--- config.mk ---
export PLATFORM = sky130hd
export DESIGN_NAME = animated_image_container_parser_core_flat
export DESIGN_NICKNAME = d
export VERILOG_FILES = /design/src/rtl/aicp_pkg.sv /design/src/rtl/aicp_if.sv /design/src/rtl/aicp_front.sv /design/src/rtl/aicp_queue.sv /design/src/rtl/aicp_back.sv /design/src/rtl/animated_image_container_parser_core.sv /design/src/flat_wrapper.sv
export SDC_FILE = /design/constraint.sdc
export NUM_CORES = 2
export LEC_CHECK = 0
export BUFFER_PORTS_ARGS = -buffer_cell sky130_fd_sc_hd__buf_2
export CAP_MARGIN = 10
export CORE_ASPECT_RATIO = 1.25
export CORE_MARGIN = 1
export CORE_UTILIZATION = 40
export DETAILED_ROUTE_END_ITERATION = 8
export GPL_TIMING_DRIVEN = 0
export SETUP_SLACK_MARGIN = 0.05
export SLEW_MARGIN = 20
export SYNTH_ARGS = -nofsm -noshare
export SYNTH_HDL_FRONTEND = slang
export SYNTH_SLANG_ARGS = --single-unit
--- constraint.sdc ---
create_clock -name clk -period 15.3 [get_ports clk]
set_input_delay 0.765 -clock clk [delete_from_list [all_inputs] [get_ports clk]]
set_output_delay 0.765 -clock clk [all_outputs]
set_load 0.005 [all_outputs]
--- src/rtl/aicp_pkg.sv ---
`timescale 1ns / 1ps
// ----------------------------------------------------------------------------
// aicp_pkg
// Shared types and constants for the animated image container parser.
// ----------------------------------------------------------------------------
package aicp_pkg;

  localparam int LENGTH_FIELD_BYTES = 8;
  localparam int QUEUE_DEPTH        = 4;

  localparam logic [7:0]  CH_C      = 8'h43;
  localparam logic [7:0]  CH_A      = 8'h41;
  localparam logic [7:0]  CH_F      = 8'h46;
  localparam logic [7:0]  CH_I      = 8'h49;
  localparam logic [7:0]  CH_SEMI   = 8'h3B;
  localparam logic [7:0]  CH_NL     = 8'h0A;
  localparam logic [7:0]  ID_HDR    = 8'd1;
  localparam logic [7:0]  ID_CRED   = 8'd2;
  localparam logic [7:0]  ID_ANIM   = 8'd3;
  localparam logic [31:0] MAGIC_HDR = {CH_F, CH_F, CH_A, CH_C};
  localparam logic [31:0] MAGIC_IMG = {CH_F, CH_F, CH_I, CH_C};

  typedef enum logic [3:0] {
    KIND_ANIM_COUNT  = 4'd0,
    KIND_DATE        = 4'd1,
    KIND_CREATOR     = 4'd2,
    KIND_DURATION    = 4'd3,
    KIND_CONTENT     = 4'd4,
    KIND_WIDTH       = 4'd5,
    KIND_HEIGHT      = 4'd6,
    KIND_CAPTION     = 4'd7,
    KIND_TAG         = 4'd8,
    KIND_PIXEL       = 4'd9,
    KIND_DONE        = 4'd10,
    KIND_BAD_MAGIC   = 4'd11,
    KIND_TRUNCATED   = 4'd12,
    KIND_BAD_TAG_LEN = 4'd13
  } kind_t;

  typedef enum logic [21:0] {
    PH_ID        = 22'h000001,
    PH_LEN_HDR   = 22'h000002,
    PH_LEN_CRED  = 22'h000004,
    PH_LEN_ANIM  = 22'h000008,
    PH_LEN_OTHER = 22'h000010,
    PH_SKIP      = 22'h000020,
    PH_H_MAGIC   = 22'h000040,
    PH_H_SIZE    = 22'h000080,
    PH_H_COUNT   = 22'h000100,
    PH_C_DATE    = 22'h000200,
    PH_C_LEN     = 22'h000400,
    PH_C_CHARS   = 22'h000800,
    PH_A_DUR     = 22'h001000,
    PH_I_MAGIC   = 22'h002000,
    PH_I_HSIZE   = 22'h004000,
    PH_I_CSIZE   = 22'h008000,
    PH_I_WIDTH   = 22'h010000,
    PH_I_HEIGHT  = 22'h020000,
    PH_I_CAPTION = 22'h040000,
    PH_I_TAGS    = 22'h080000,
    PH_I_PIXELS  = 22'h100000,
    PH_ERROR     = 22'h200000
  } phase_t;

  typedef struct packed {
    kind_t       kind;
    logic [63:0] value;
    logic [15:0] image_number;
    logic        last;
  } result_t;

  // up to two results caused by one byte, in order
  typedef struct packed {
    logic    v0;
    result_t r0;
    logic    v1;
    result_t r1;
  } entry_t;

endpackage

--- src/rtl/aicp_if.sv ---
`timescale 1ns / 1ps
// ----------------------------------------------------------------------------
// aicp_in_if / aicp_out_if
// Valid/ready channels for input bytes and decoded results.
// ----------------------------------------------------------------------------
interface aicp_in_if;
  logic       valid;
  logic       ready;
  logic [7:0] data_byte;
  logic       end_of_file;
  modport source (output valid, output data_byte, output end_of_file, input ready);
  modport sink (input valid, input data_byte, input end_of_file, output ready);
endinterface

interface aicp_out_if;
  logic        valid;
  logic        ready;
  logic [3:0]  item_kind;
  logic [63:0] item_value;
  logic [15:0] image_number;
  logic        last_of_file;
  modport source (output valid, output item_kind, output item_value, output image_number,
                  output last_of_file, input ready);
  modport sink (input valid, input item_kind, input item_value, input image_number,
                input last_of_file, output ready);
endinterface

--- src/rtl/aicp_front.sv ---
`timescale 1ns / 1ps
// ----------------------------------------------------------------------------
// aicp_front
// Byte parser: walks the block structure one byte per cycle while the queue
// is not full and hands the results each byte causes to the queue.
// ----------------------------------------------------------------------------
module aicp_front (
  input  logic              clk,
  input  logic              rst_n,
  aicp_in_if.sink           in_ch,
  input  logic              queue_full,
  output logic              push,
  output aicp_pkg::entry_t  push_entry
);

  aicp_pkg::phase_t phase_r, phase_nxt;
  logic [3:0]  cnt_r, cnt_nxt;
  logic [63:0] acc_r, acc_nxt;
  logic [63:0] rem_r, rem_nxt;
  logic [63:0] hsize_r, hsize_nxt;
  logic [63:0] cons_r, cons_nxt;
  logic [63:0] width_r, width_nxt;
  logic [63:0] height_r, height_nxt;
  logic [63:0] col_r, col_nxt;
  logic [63:0] row_r, row_nxt;
  logic [15:0] pp_r, pp_nxt;
  logic [1:0]  chan_r, chan_nxt;
  logic [15:0] img_r, img_nxt;

  logic        accept;
  logic [7:0]  b;
  logic [63:0] acc_take;
  logic [3:0]  cnt_inc;
  logic [3:0]  len_sel;
  logic        take_done;
  logic        is_take;
  logic [63:0] cons_inc;
  logic [63:0] col_inc;
  logic [63:0] row_inc;
  logic [63:0] tag_rem;
  logic        do_start;
  logic        do_finish;
  aicp_pkg::entry_t e;

  assign in_ch.ready = !queue_full;
  assign accept      = in_ch.valid && !queue_full;
  assign b           = in_ch.data_byte;
  assign acc_take    = acc_r | ({56'd0, b} << {cnt_r[2:0], 3'b000});
  assign cnt_inc     = cnt_r + 4'd1;
  assign take_done   = cnt_inc >= len_sel;
  assign col_inc     = col_r + 64'd1;
  assign row_inc     = row_r + 64'd1;

  always_comb begin
    case (phase_r)
      aicp_pkg::PH_LEN_HDR, aicp_pkg::PH_LEN_CRED, aicp_pkg::PH_LEN_ANIM,
      aicp_pkg::PH_LEN_OTHER: len_sel = 4'(aicp_pkg::LENGTH_FIELD_BYTES);
      aicp_pkg::PH_H_MAGIC, aicp_pkg::PH_I_MAGIC: len_sel = 4'd4;
      aicp_pkg::PH_C_DATE: len_sel = 4'd6;
      default: len_sel = 4'd8;
    endcase
  end

  always_comb begin
    phase_nxt  = phase_r;
    cnt_nxt    = cnt_r;
    acc_nxt    = acc_r;
    rem_nxt    = rem_r;
    hsize_nxt  = hsize_r;
    cons_nxt   = cons_r;
    width_nxt  = width_r;
    height_nxt = height_r;
    col_nxt    = col_r;
    row_nxt    = row_r;
    pp_nxt     = pp_r;
    chan_nxt   = chan_r;
    img_nxt    = img_r;
    do_start   = 1'b0;
    do_finish  = 1'b0;
    is_take    = 1'b0;
    e          = '0;
    e.r0.image_number = img_r;
    e.r0.kind  = aicp_pkg::KIND_DONE;
    e.r1.kind  = aicp_pkg::KIND_DONE;

    case (phase_r)
      aicp_pkg::PH_I_MAGIC, aicp_pkg::PH_I_HSIZE, aicp_pkg::PH_I_CSIZE,
      aicp_pkg::PH_I_WIDTH, aicp_pkg::PH_I_HEIGHT,
      aicp_pkg::PH_I_CAPTION: cons_inc = cons_r + 64'd1;
      default: cons_inc = cons_r;
    endcase
    cons_nxt = cons_inc;
    tag_rem  = hsize_r - cons_inc;

    case (phase_r)
      aicp_pkg::PH_ID: begin
        acc_nxt = '0;
        cnt_nxt = '0;
        if (b == aicp_pkg::ID_HDR) phase_nxt = aicp_pkg::PH_LEN_HDR;
        else if (b == aicp_pkg::ID_CRED) phase_nxt = aicp_pkg::PH_LEN_CRED;
        else if (b == aicp_pkg::ID_ANIM) phase_nxt = aicp_pkg::PH_LEN_ANIM;
        else phase_nxt = aicp_pkg::PH_LEN_OTHER;
      end
      aicp_pkg::PH_LEN_HDR: begin
        is_take = 1'b1;
        if (take_done) phase_nxt = aicp_pkg::PH_H_MAGIC;
      end
      aicp_pkg::PH_LEN_CRED: begin
        is_take = 1'b1;
        if (take_done) phase_nxt = aicp_pkg::PH_C_DATE;
      end
      aicp_pkg::PH_LEN_ANIM: begin
        is_take = 1'b1;
        if (take_done) phase_nxt = aicp_pkg::PH_A_DUR;
      end
      aicp_pkg::PH_LEN_OTHER: begin
        is_take = 1'b1;
        if (take_done) begin
          rem_nxt   = acc_take;
          phase_nxt = (acc_take == 64'd0) ? aicp_pkg::PH_ID : aicp_pkg::PH_SKIP;
        end
      end
      aicp_pkg::PH_SKIP: begin
        rem_nxt = rem_r - 64'd1;
        if (rem_r == 64'd1) phase_nxt = aicp_pkg::PH_ID;
      end
      aicp_pkg::PH_H_MAGIC, aicp_pkg::PH_I_MAGIC: begin
        is_take = 1'b1;
        if (take_done) begin
          if (acc_take[31:0] != ((phase_r == aicp_pkg::PH_H_MAGIC) ?
              aicp_pkg::MAGIC_HDR : aicp_pkg::MAGIC_IMG) || acc_take[63:32] != 32'd0) begin
            e.v0      = 1'b1;
            e.r0.kind = aicp_pkg::KIND_BAD_MAGIC;
            e.r0.last = 1'b1;
            phase_nxt = aicp_pkg::PH_ERROR;
          end else begin
            phase_nxt = (phase_r == aicp_pkg::PH_H_MAGIC) ? aicp_pkg::PH_H_SIZE
                                                         : aicp_pkg::PH_I_HSIZE;
          end
        end
      end
      aicp_pkg::PH_H_SIZE: begin
        is_take = 1'b1;
        if (take_done) phase_nxt = aicp_pkg::PH_H_COUNT;
      end
      aicp_pkg::PH_H_COUNT: begin
        is_take = 1'b1;
        if (take_done) begin
          e.v0 = 1'b1; e.r0.kind = aicp_pkg::KIND_ANIM_COUNT; e.r0.value = acc_take;
          phase_nxt = aicp_pkg::PH_ID;
        end
      end
      aicp_pkg::PH_C_DATE: begin
        is_take = 1'b1;
        if (take_done) begin
          e.v0 = 1'b1; e.r0.kind = aicp_pkg::KIND_DATE; e.r0.value = acc_take;
          phase_nxt = aicp_pkg::PH_C_LEN;
        end
      end
      aicp_pkg::PH_C_LEN: begin
        is_take = 1'b1;
        if (take_done) begin
          rem_nxt   = acc_take;
          phase_nxt = (acc_take == 64'd0) ? aicp_pkg::PH_ID : aicp_pkg::PH_C_CHARS;
        end
      end
      aicp_pkg::PH_C_CHARS: begin
        e.v0 = 1'b1; e.r0.kind = aicp_pkg::KIND_CREATOR; e.r0.value = {56'd0, b};
        rem_nxt = rem_r - 64'd1;
        if (rem_r == 64'd1) phase_nxt = aicp_pkg::PH_ID;
      end
      aicp_pkg::PH_A_DUR: begin
        is_take = 1'b1;
        if (take_done) begin
          e.v0 = 1'b1; e.r0.kind = aicp_pkg::KIND_DURATION; e.r0.value = acc_take;
          cons_nxt  = '0;
          phase_nxt = aicp_pkg::PH_I_MAGIC;
        end
      end
      aicp_pkg::PH_I_HSIZE: begin
        is_take = 1'b1;
        if (take_done) begin
          hsize_nxt = acc_take;
          phase_nxt = aicp_pkg::PH_I_CSIZE;
        end
      end
      aicp_pkg::PH_I_CSIZE: begin
        is_take = 1'b1;
        if (take_done) begin
          e.v0 = 1'b1; e.r0.kind = aicp_pkg::KIND_CONTENT; e.r0.value = acc_take;
          phase_nxt = aicp_pkg::PH_I_WIDTH;
        end
      end
      aicp_pkg::PH_I_WIDTH: begin
        is_take = 1'b1;
        if (take_done) begin
          width_nxt = acc_take;
          e.v0 = 1'b1; e.r0.kind = aicp_pkg::KIND_WIDTH; e.r0.value = acc_take;
          phase_nxt = aicp_pkg::PH_I_HEIGHT;
        end
      end
      aicp_pkg::PH_I_HEIGHT: begin
        is_take = 1'b1;
        if (take_done) begin
          height_nxt = acc_take;
          e.v0 = 1'b1; e.r0.kind = aicp_pkg::KIND_HEIGHT; e.r0.value = acc_take;
          phase_nxt = aicp_pkg::PH_I_CAPTION;
        end
      end
      aicp_pkg::PH_I_CAPTION: begin
        if (b != aicp_pkg::CH_NL) begin
          e.v0 = 1'b1; e.r0.kind = aicp_pkg::KIND_CAPTION; e.r0.value = {56'd0, b};
        end else if (hsize_r < cons_inc) begin
          e.v0      = 1'b1;
          e.r0.kind = aicp_pkg::KIND_BAD_TAG_LEN;
          e.r0.last = 1'b1;
          phase_nxt = aicp_pkg::PH_ERROR;
        end else begin
          rem_nxt = tag_rem;
          if (tag_rem == 64'd0) do_start = 1'b1;
          else phase_nxt = aicp_pkg::PH_I_TAGS;
        end
      end
      aicp_pkg::PH_I_TAGS: begin
        e.v0 = 1'b1; e.r0.kind = aicp_pkg::KIND_TAG;
        e.r0.value = {56'd0, (b == 8'd0) ? aicp_pkg::CH_SEMI : b};
        rem_nxt = rem_r - 64'd1;
        if (rem_r == 64'd1) do_start = 1'b1;
      end
      aicp_pkg::PH_I_PIXELS: begin
        case (chan_r)
          2'd0: begin
            pp_nxt   = {8'd0, b};
            chan_nxt = 2'd1;
          end
          2'd1: begin
            pp_nxt   = {b, pp_r[7:0]};
            chan_nxt = 2'd2;
          end
          default: begin
            e.v0 = 1'b1; e.r0.kind = aicp_pkg::KIND_PIXEL;
            e.r0.value = {40'd0, b, pp_r};
            chan_nxt = 2'd0;
            pp_nxt   = '0;
            if (col_inc >= height_r) begin
              col_nxt = '0;
              row_nxt = row_inc;
              if (row_inc >= width_r) do_finish = 1'b1;
            end else begin
              col_nxt = col_inc;
            end
          end
        endcase
      end
      aicp_pkg::PH_ERROR: phase_nxt = aicp_pkg::PH_ERROR;
      default: phase_nxt = aicp_pkg::PH_ERROR;
    endcase

    if (is_take) begin
      if (take_done) begin
        acc_nxt = '0;
        cnt_nxt = '0;
      end else begin
        acc_nxt = acc_take;
        cnt_nxt = cnt_inc;
      end
    end

    if (do_start) begin
      col_nxt  = '0;
      row_nxt  = '0;
      chan_nxt = '0;
      pp_nxt   = '0;
      if (width_r == 64'd0 || height_r == 64'd0) do_finish = 1'b1;
      else phase_nxt = aicp_pkg::PH_I_PIXELS;
    end

    if (do_finish) begin
      if (img_r != 16'hFFFF) img_nxt = img_r + 16'd1;
      phase_nxt = aicp_pkg::PH_ID;
    end

    if (in_ch.end_of_file) begin
      e.r1.image_number = img_nxt;
      e.r1.last         = 1'b1;
      if (phase_nxt == aicp_pkg::PH_ID) begin
        e.v1 = 1'b1; e.r1.kind = aicp_pkg::KIND_DONE;
      end else if (phase_nxt != aicp_pkg::PH_ERROR) begin
        e.v1 = 1'b1; e.r1.kind = aicp_pkg::KIND_TRUNCATED;
      end
      phase_nxt  = aicp_pkg::PH_ID;
      cnt_nxt    = '0;
      acc_nxt    = '0;
      rem_nxt    = '0;
      hsize_nxt  = '0;
      cons_nxt   = '0;
      width_nxt  = '0;
      height_nxt = '0;
      col_nxt    = '0;
      row_nxt    = '0;
      pp_nxt     = '0;
      chan_nxt   = '0;
      img_nxt    = '0;
    end
  end

  assign push       = accept && (e.v0 || e.v1);
  assign push_entry = e;

  always_ff @(posedge clk) begin
    if (!rst_n) begin
      phase_r  <= aicp_pkg::PH_ID;
      cnt_r    <= '0;
      acc_r    <= '0;
      rem_r    <= '0;
      hsize_r  <= '0;
      cons_r   <= '0;
      width_r  <= '0;
      height_r <= '0;
      col_r    <= '0;
      row_r    <= '0;
      pp_r     <= '0;
      chan_r   <= '0;
      img_r    <= '0;
    end else if (accept) begin
      phase_r  <= phase_nxt;
      cnt_r    <= cnt_nxt;
      acc_r    <= acc_nxt;
      rem_r    <= rem_nxt;
      hsize_r  <= hsize_nxt;
      cons_r   <= cons_nxt;
      width_r  <= width_nxt;
      height_r <= height_nxt;
      col_r    <= col_nxt;
      row_r    <= row_nxt;
      pp_r     <= pp_nxt;
      chan_r   <= chan_nxt;
      img_r    <= img_nxt;
    end
  end

endmodule

--- src/rtl/aicp_queue.sv ---
`timescale 1ns / 1ps
// ----------------------------------------------------------------------------
// aicp_queue
// Short FIFO of result groups between the parser and the output stage.
// ----------------------------------------------------------------------------
module aicp_queue #(
  parameter int DEPTH = aicp_pkg::QUEUE_DEPTH
) (
  input  logic             clk,
  input  logic             rst_n,
  input  logic             push,
  input  aicp_pkg::entry_t push_entry,
  input  logic             pop,
  output aicp_pkg::entry_t head,
  output logic             empty,
  output logic             full
);

  localparam int PW = (DEPTH > 1) ? $clog2(DEPTH) : 1;
  localparam int CW = $clog2(DEPTH + 1);

  aicp_pkg::entry_t mem [DEPTH];
  logic [PW-1:0] wp_r, wp_nxt;
  logic [PW-1:0] rp_r, rp_nxt;
  logic [CW-1:0] cnt_r, cnt_nxt;

  assign empty = (cnt_r == '0);
  assign full  = (cnt_r == CW'(DEPTH));
  assign head  = mem[rp_r];

  always_comb begin
    wp_nxt  = wp_r;
    rp_nxt  = rp_r;
    cnt_nxt = cnt_r;
    if (push) wp_nxt = (wp_r == PW'(DEPTH - 1)) ? '0 : wp_r + PW'(1);
    if (pop)  rp_nxt = (rp_r == PW'(DEPTH - 1)) ? '0 : rp_r + PW'(1);
    if (push && !pop) cnt_nxt = cnt_r + CW'(1);
    else if (pop && !push) cnt_nxt = cnt_r - CW'(1);
  end

  always_ff @(posedge clk) begin
    if (push) mem[wp_r] <= push_entry;
  end

  always_ff @(posedge clk) begin
    if (!rst_n) begin
      wp_r  <= '0;
      rp_r  <= '0;
      cnt_r <= '0;
    end else begin
      wp_r  <= wp_nxt;
      rp_r  <= rp_nxt;
      cnt_r <= cnt_nxt;
    end
  end

endmodule

--- src/rtl/aicp_back.sv ---
`timescale 1ns / 1ps
// ----------------------------------------------------------------------------
// aicp_back
// Output stage: unpacks each result group into single words behind an
// output register.
// ----------------------------------------------------------------------------
module aicp_back (
  input  logic             clk,
  input  logic             rst_n,
  input  aicp_pkg::entry_t head,
  input  logic             empty,
  output logic             pop,
  aicp_out_if.source       out_ch
);

  logic             out_valid_r, out_valid_nxt;
  aicp_pkg::result_t out_r, out_nxt;
  logic             sel_r, sel_nxt;
  logic             load_ok;
  logic             use_first;
  logic             is_last;

  assign load_ok   = !out_valid_r || out_ch.ready;
  assign use_first = !sel_r && head.v0;
  assign is_last   = !use_first || !head.v1;

  always_comb begin
    out_valid_nxt = out_valid_r;
    out_nxt       = out_r;
    sel_nxt       = sel_r;
    pop           = 1'b0;
    if (load_ok) begin
      out_valid_nxt = !empty;
      if (!empty) begin
        out_nxt = use_first ? head.r0 : head.r1;
        if (is_last) begin
          pop     = 1'b1;
          sel_nxt = 1'b0;
        end else begin
          sel_nxt = 1'b1;
        end
      end
    end
  end

  always_ff @(posedge clk) begin
    if (!rst_n) begin
      out_valid_r <= 1'b0;
      sel_r       <= 1'b0;
    end else begin
      out_valid_r <= out_valid_nxt;
      sel_r       <= sel_nxt;
    end
  end

  always_ff @(posedge clk) begin
    out_r <= out_nxt;
  end

  assign out_ch.valid        = out_valid_r;
  assign out_ch.item_kind    = out_r.kind;
  assign out_ch.item_value   = out_r.value;
  assign out_ch.image_number = out_r.image_number;
  assign out_ch.last_of_file = out_r.last;

endmodule

--- src/rtl/animated_image_container_parser_core.sv ---
`timescale 1ns / 1ps
// ----------------------------------------------------------------------------
// animated_image_container_parser_core
// Streaming parser for an animated image container, one byte per word.
// ----------------------------------------------------------------------------
// Takes one file byte per cycle and returns the decoded fields, characters
// and pixels as result words, plus a done or truncated word at end of file
// and an error word on a bad magic or tag length. The parser decodes each
// byte as it is accepted; its results go through a small queue to an output
// register that sends one result per cycle while the output is ready, so a
// byte that yields two results (a final field and the end-of-file word)
// sends them in turn. Input stalls only when the queue is full.
module animated_image_container_parser_core #(
  parameter int QUEUE_DEPTH = aicp_pkg::QUEUE_DEPTH
) (
  input  logic        clk,
  input  logic        rst_n,
  aicp_in_if.sink     in_ch,
  aicp_out_if.source  out_ch
);

  logic             push;
  logic             pop;
  logic             empty;
  logic             full;
  aicp_pkg::entry_t push_entry;
  aicp_pkg::entry_t head;

  aicp_front u_front (
    .clk        (clk),
    .rst_n      (rst_n),
    .in_ch      (in_ch),
    .queue_full (full),
    .push       (push),
    .push_entry (push_entry)
  );

  aicp_queue #(.DEPTH(QUEUE_DEPTH)) u_queue (
    .clk        (clk),
    .rst_n      (rst_n),
    .push       (push),
    .push_entry (push_entry),
    .pop        (pop),
    .head       (head),
    .empty      (empty),
    .full       (full)
  );

  aicp_back u_back (
    .clk    (clk),
    .rst_n  (rst_n),
    .head   (head),
    .empty  (empty),
    .pop    (pop),
    .out_ch (out_ch)
  );

endmodule
--- src/flat_wrapper.sv ---
// flat-port wrapper written by rule: the top's interface ports become plain ports
module animated_image_container_parser_core_flat 
#(
  parameter int QUEUE_DEPTH = aicp_pkg::QUEUE_DEPTH
)
  (clk, rst_n, in_ch_valid, in_ch_data_byte, in_ch_end_of_file, in_ch_ready, out_ch_valid, out_ch_item_kind, out_ch_item_value, out_ch_image_number, out_ch_last_of_file, out_ch_ready);
  aicp_in_if in_ch_i ();
  aicp_out_if out_ch_i ();
  input  logic clk;
  input  logic rst_n;
  input wire logic [$bits(in_ch_i.valid)-1:0] in_ch_valid;
  input wire logic [$bits(in_ch_i.data_byte)-1:0] in_ch_data_byte;
  input wire logic [$bits(in_ch_i.end_of_file)-1:0] in_ch_end_of_file;
  output wire logic [$bits(in_ch_i.ready)-1:0] in_ch_ready;
  output wire logic [$bits(out_ch_i.valid)-1:0] out_ch_valid;
  output wire logic [$bits(out_ch_i.item_kind)-1:0] out_ch_item_kind;
  output wire logic [$bits(out_ch_i.item_value)-1:0] out_ch_item_value;
  output wire logic [$bits(out_ch_i.image_number)-1:0] out_ch_image_number;
  output wire logic [$bits(out_ch_i.last_of_file)-1:0] out_ch_last_of_file;
  input wire logic [$bits(out_ch_i.ready)-1:0] out_ch_ready;
  assign in_ch_i.valid = in_ch_valid;
  assign in_ch_i.data_byte = in_ch_data_byte;
  assign in_ch_i.end_of_file = in_ch_end_of_file;
  assign in_ch_ready = in_ch_i.ready;
  assign out_ch_valid = out_ch_i.valid;
  assign out_ch_item_kind = out_ch_i.item_kind;
  assign out_ch_item_value = out_ch_i.item_value;
  assign out_ch_image_number = out_ch_i.image_number;
  assign out_ch_last_of_file = out_ch_i.last_of_file;
  assign out_ch_i.ready = out_ch_ready;
  animated_image_container_parser_core #(.QUEUE_DEPTH(QUEUE_DEPTH)) u_core (.clk(clk), .rst_n(rst_n), .in_ch(in_ch_i), .out_ch(out_ch_i));
endmodule
Word-level counts from Yosys, hierarchy flattened
Memories as Yosys holds them, arrays and structs flattened. A register that Yosys moved wholly into a read port is not among the register bits.
Cells that the tools add are included.
{"block": "totals", "n_memories": 1, "mem_bits_rw": 432, "register_bits": 666, "inputBits": 13, "wordCells": 259, "output_inout_bits": 87}
{"memory": "u_core.u_queue.mem", "words": 4, "width": 108, "read_ports": 1, "rd_clocked_by_memory_dff": 1, "wr": 1, "line": "aicp_queue.sv:22", "source": "aicp_pkg::entry_t mem [DEPTH];"}
{"block": "classes", "n_bitwise": 2, "reduce_logical": 53, "order_cmp": 4, "muxes": 125, "n_eq_ne": 39, "n_addsub": 11, "n_shift": 1}
{"operator": "$mux 64", "count": 28}
{"operator": "$pmux 64 s10", "count": 1}
{"operator": "$mux 22", "count": 23}
{"operator": "$mux 69", "count": 7}
{"operator": "$pmux 22 s18", "count": 1}
{"operator": "$logic_not 64->1", "count": 4}
{"operator": "$add 64x1->64 const B", "count": 3}
{"operator": "$pmux 64 s3", "count": 1}
{"operator": "$ge 64x64->1", "count": 2}
{"operator": "$mux 16", "count": 6}
{"operator": "$mux 85", "count": 1}
{"operator": "$eq 64x1->1 const B", "count": 1}
{"operator": "$lt 64x64->1", "count": 1}
{"operator": "$or 64x64->64", "count": 1}
{"operator": "$shl 8x6->64", "count": 1}
{"operator": "$sub 64x1->64 const B", "count": 1}
{"operator": "$sub 64x64->64", "count": 1}
{"operator": "$pmux 5 s11", "count": 1}
{"operator": "$mux 5", "count": 10}
{"operator": "$eq 22x1->1 const B", "count": 2}
{"operator": "$ne 32x31->1", "count": 1}
{"operator": "$pmux 16 s2", "count": 1}
{"operator": "$reduce_bool 32->1", "count": 1}
{"operator": "$mux 12", "count": 2}
{"operator": "other kinds (65)", "count": 134}

Depth between registers and ports, before layout
{"block": "logic_depth", "ltp_word": 22, "mapped_depth": 32, "depth_no_buf": 29}

Modules after synthesis
From an unflattened synthesis, not the netlist that was laid out.
{"block": "unflattened", "hier_cells": 6453, "hier_area_um2": 67334.6}
{"mod": "aicp_front", "area_each_um2": 38209.1, "seq_area_each_um2": 11451.0, "instances": 1, "cells_each": 5320}
{"mod": "aicp_queue", "area_each_um2": 25240.5, "seq_area_each_um2": 20840.0, "instances": 1, "cells_each": 942}
{"mod": "aicp_back", "area_each_um2": 3885.0, "seq_area_each_um2": 2592.5, "instances": 1, "cells_each": 191}

Worst setup path after synthesis
OpenSTA, ideal clock, no wires.
{"block": "synth_path", "kind": "register to register", "startpoint": "register u_core.u_front.phase_r[14]", "endpoint": "memory u_core.u_queue.mem[0][0] (netlist name), enable pin", "setup_slack_ns": 6.526, "setup_time_ns": 0.477, "t_arrival_ns": 8.297, "n_path_buf": 3, "required_ns": 14.823, "path_stages_with_launch": 26, "synth_period_minus_slack_ns": 8.774, "cell_sequence": "dfxtp_1 -> clkbuf_1 -> nor4_1 -> nand2_1 -> a2111oi_1 -> nor3_1 -> nor3_1 -> nand3_1 -> nor3_1 -> nand2_1 -> nor2_1 -> nand3_1 -> xor2_1 -> ha_1 -> clkbuf_1 -> a21oi_1 -> o21ai_0 -> a21oi_1 -> o21ai_0 -> a211oi_1 -> o31a_1 -> a22o_1 -> nor3_1 -> o21a_1 -> clkbuf_1 -> and2_1"}
{"item": "start: declaration", "line": "aicp_front.sv:16", "source": "aicp_pkg::phase_t phase_r, phase_nxt;"}
{"item": "start signal: assignment", "line": "aicp_front.sv:312", "source": "phase_r <= aicp_pkg::PH_ID;"}
{"item": "start signal: assignment", "line": "aicp_front.sv:326", "source": "phase_r <= phase_nxt;"}
{"item": "end: declaration", "line": "aicp_queue.sv:22"}

Worst setup path in the final report
{"block": "layout_path", "startpoint": "register u_core.u_front.phase_r[9]", "endpoint": "register u_core.u_front.col_r[0]"}
{"block": "layout_between", "elab_chain_len": 11, "elab_cells_between_ends": 22, "classes_between": "add/sub: 1; order compare: 1; eq/ne: 9; mux: 7; reduce/logical: 4"}
{"item": "$eq 22x19->1 (tied with other cells)", "line": "aicp_front.sv:86, aicp_front.sv:95"}
{"item": "$reduce_or 6->1", "line": "aicp_front.sv:86", "source": "case (phase_r)"}
{"item": "$mux 64", "line": "aicp_front.sv:86"}
{"item": "$sub 64x64->64", "line": "aicp_front.sv:93", "source": "tag_rem = hsize_r - cons_inc;"}
{"item": "$logic_not 64->1", "line": "aicp_front.sv:220", "source": "if (tag_rem == 64'd0) do_start = 1'b1;"}
{"item": "$mux 1", "line": "aicp_front.sv:220"}
{"item": "$mux 1", "line": "aicp_front.sv:213", "source": "end else if (hsize_r < cons_inc) begin"}
{"item": "$mux 1", "line": "aicp_front.sv:211", "source": "if (b != aicp_pkg::CH_NL) begin"}
{"item": "$pmux 1 s2", "line": "aicp_front.sv:95", "source": "case (phase_r)"}
{"item": "$ne 3x1->1 (no source line) (tied with other cells)"}
{"item": "$reduce_and 3->1 (no source line) or $mux 64 (tied branches)"}
{"item": "end signal: assignment", "line": "aicp_front.sv:334", "source": "col_r <= col_nxt;"}
{"item": "end: declaration", "line": "aicp_front.sv:24", "source": "logic [63:0] col_r, col_nxt;"}
Several ways; a longest one is shown, not always the timed one.
A chain may end at the register's enable or synchronous reset.

==> results.yml <==
run_status:
  status: "finished clean"
cts:
  clk_path_buf_depth: 3
  clock_latency_ns: 0.78
  post-cts-setup-buffer-count: 0
  ctsHtreeMaxLevel: 3
  cts_sinks: 1092
  cts_tree: "yes"
  clock-root-buffer: "clkbuf_16"
  cts-buffers-inserted: 109
  cts_resized: 0
  clk_transition_reported_paths_ns: 0.07
  holdBufCountCts: 0
sta:
  setup_slack_ns: 4.23
  worstMarginPinSlew_ns: 1.31
  skew_ns: 0.0518
  max-slew-margin-rel_pct: 12.3
  drv_slew: 0
  final-setup-viol-count: 0
  post-route-min-period_ns: 11.07
  max_freq_mhz: 90.4
  rsz0062_at_grt: "no"
  setup_tns_ns: 0
  fin_crit_sh_pct: 72.3
  hold_viol: 0
placement:
  dp_slack_ns: 4.68
  gp_congestion: 1.03
  hpwl_um: 161000
  portBuffers: 97
hold_path:
  hp-class: "in -> reg"
logic_synthesis:
  ys_ff_latch: 1092
  syn_area_um2: 57100
  ys_warn_count: 0
  synth_top_area_share_pct: 26.8
  yosysMostFrequentCell: "nand2_1"
  synth.top_cells.by_count: "824 x nand2_1, 679 x a21oi_1, 583 x dfxtp_1"
  async_flop_share_pct: 0
  ys_seq_area_share_pct: 47.2
  synth.avg_cell_area_um2: 9.32
  synth_top_area_cell: "edfxtp_1"
  synth_nets: 6356
  synthFlopType: "dfxtp_1"
  netlist-cell-type-count: 94
  synth.area.top_cells: "edfxtp_1 27%, dfxtp_1 20%, a21oi_1 5.9%"
  synth_edf_count: 509
  synth_cells: 6132
final_layout:
  area_growth_syn_to_layout_pct: 12.6
  multi_input_area_um2: 28300
  area.sequential_um2: 27000
  drive_gt1_share_pct: 8.78
  final_nets: 6588
  fillers: 13693
global_route:
  grt_pass1_wl_um: 309000
  overflow: 0
  grt_max_degree: 45
  grt_util_all_layers_pct: 28.8
  grt_pass1_vias: 47945
  antenna_found_initial: 10
die:
  core_um2: 141000
  io_pins: 100
  row_count: 154
  die_area_um2: 144000
  die_x_um: 340
  fp.dieH_um: 425
  initial_core_util_pct: 40.4
pwr:
  p_per_area_nw_per_um2: 121
  ir_drop_uv: 101
  p_leak_nw: 22.7
critical_path:
  critPathSlowestCell: "a211oi_1"
  critPathTopFamily: "simple AND/OR/NAND/NOR gates"
  r2r_setup_slack_ns: 4.23
  crit_fanout: 10
  reg2reg_depth: 29
  critPathLaunchType: "flip-flop"
  crit_top_cell: "nor3_1"
  end_kind: "flip-flop"
  worst_ep_required_time_ns: 15.93
  crit_end: "u_core.u_front.col_r[0]"
  crit_start: "u_core.u_front.phase_r[9]"
  cp_num_cells: 29
  timing.critical_path.buf_inv: 4
  worstReg2RegStart: "u_core.u_front.phase_r[9]"
  arrival_ns: 11.70
  path_class: "reg -> reg"
  r2r_end: "u_core.u_front.col_r[0]"
  slowest_delay_ns: 0.99
routing:
  firstDrtPassIters: 6
  vias: 49905
  drt-initial-drc-count: 5141
  vias_per_cell: 5.99
  avgRoutedWirePerCell_um: 25.7
  ant_nets: 0
  wirelength_um: 214000
  drc: 0
run:
  drv_cap: 0
## cell usage in the layout, fill, tap and decap left out, types with 60 or more instances in the layout
master | Yosys | final
nor4_1 | 98 | 95
ha_1 | 209 | 209
o21ai_0 | 275 | 275
dfxtp_1 | 583 | 583
nor3_1 | 201 | 200
a21o_1 | 60 | 60
mux4_2 | 106 | 106
nand2_1 | 824 | 824
xor2_1 | 110 | 110
nor2_1 | 552 | 523
xnor2_1 | 197 | 197
or3_1 | 75 | 75
nand4_1 | 120 | 120
nor2b_1 | 95 | 95
nand3_1 | 158 | 158
a21oi_1 | 679 | 675
buf_2 | 27 | 125
clkbuf_1 | 310 | 321
and3_1 | 65 | 65
inv_1 | 170 | 170
edfxtp_1 | 509 | 509
clkbuf_16 | 0 | 112
## report_power, final
part	leakage [nW]	total [mW]	switching (mW)	internal, mW
registers	9.46	3.35	0.0538	3.30
logic	11.4	1.68	1.03	0.650
clock network	1.78	2.76	1.24	1.51
total	22.7	7.79	2.32	5.46
## state kept, by name (all words and copies together) (netlist names), 3 cells and up, named ones only
| name | count |
|---|---|
| u_core.u_front.width_r | 64 |
| u_core.u_back.out_ch.item_kind | 4 |
| u_core.u_front.cons_r | 64 |
| u_core.u_front.acc_r | 64 |
| u_core.u_front.img_r | 16 |
| u_core.u_back.out_ch.image_number | 16 |
| u_core.u_back.out_ch.item_value | 64 |
| u_core.u_front.row_r | 64 |
| u_core.u_queue.mem | 424 |
| u_core.u_front.phase_r | 22 |
| u_core.u_queue.cnt_r | 3 |
| u_core.u_front.height_r | 64 |
| u_core.u_front.rem_r | 64 |
| u_core.u_front.pp_r | 16 |
| u_core.u_front.col_r | 64 |
| u_core.u_front.hsize_r | 64 |
| u_core.u_front.cnt_r | 4 |
## metrics by stage
stage	hold slack (ns)	cell area [um2]	instances	util, %	total power, mW
finish	0.281	64300	8337	45.5	7.79
global route	0.269	64300	8330	45.5	8.06
CTS	0.241	64300	8330	45.5	7.83
detailed placement	0.452	60600	8125	42.9	5.09
global placement	0.445	60000	8101	42.4	5.06
floorplan	0.436	57100	6132	-	4.45
## kinds of logic after synthesis
family	count (synthesis)	share of synthesized area, %
XOR/XNOR	307	4.71
multiplexers	144	4.89
adder cells (fa/ha/maj)	211	4.65
AND/OR/NAND/NOR	2405	20.0
buffers and inverters	527	3.54
flip-flops	1092	47.2
AO/OA/AOI/OAI	1446	15.0
## layer usage
layer | track usage [%] | routed length (um) | up-vias
met5 | 0 | 34 | -
met4 | 20.2 | 16700 | 6
met3 | 5.81 | 17800 | 648
met2 | 46.3 | 97400 | 2239
met1 | 34.6 | 81900 | 24205
li1 | - | - | 22807
## worst min-delay path by stage
stage | end | depth (start not counted) | slack, ns | startpoint
final | u_core.u_queue.mem[1][0] | 1 | 0.28 | in_ch_end_of_file
after global routing | u_core.u_queue.mem[0][0] | 1 | 0.27 | in_ch_end_of_file
after CTS | u_core.u_queue.mem[0][0] | 1 | 0.24 | in_ch_end_of_file
after detailed placement | u_core.u_front.hsize_r[0] | 2 | 0.45 | u_core.u_front.hsize_r[0]
after global placement | u_core.u_front.pp_r[0] | 2 | 0.45 | u_core.u_front.pp_r[0]
after floorplan | u_core.u_front.pp_r[0] | 2 | 0.44 | u_core.u_front.pp_r[0]
## area by class of cell
cell class	count	share of cell area [%]
multi-input cells	4513	44.1
flip-flops and latches	1092	41.9
clock buffers	146	4.85
well taps	1872	3.64
plain buffers	356	2.15
repair buffers	121	1.49
inverters	171	0.998
clock inverters	59	0.858
diodes	7	0.0272
No activity file was read; power rests on OpenSTA's default activity.
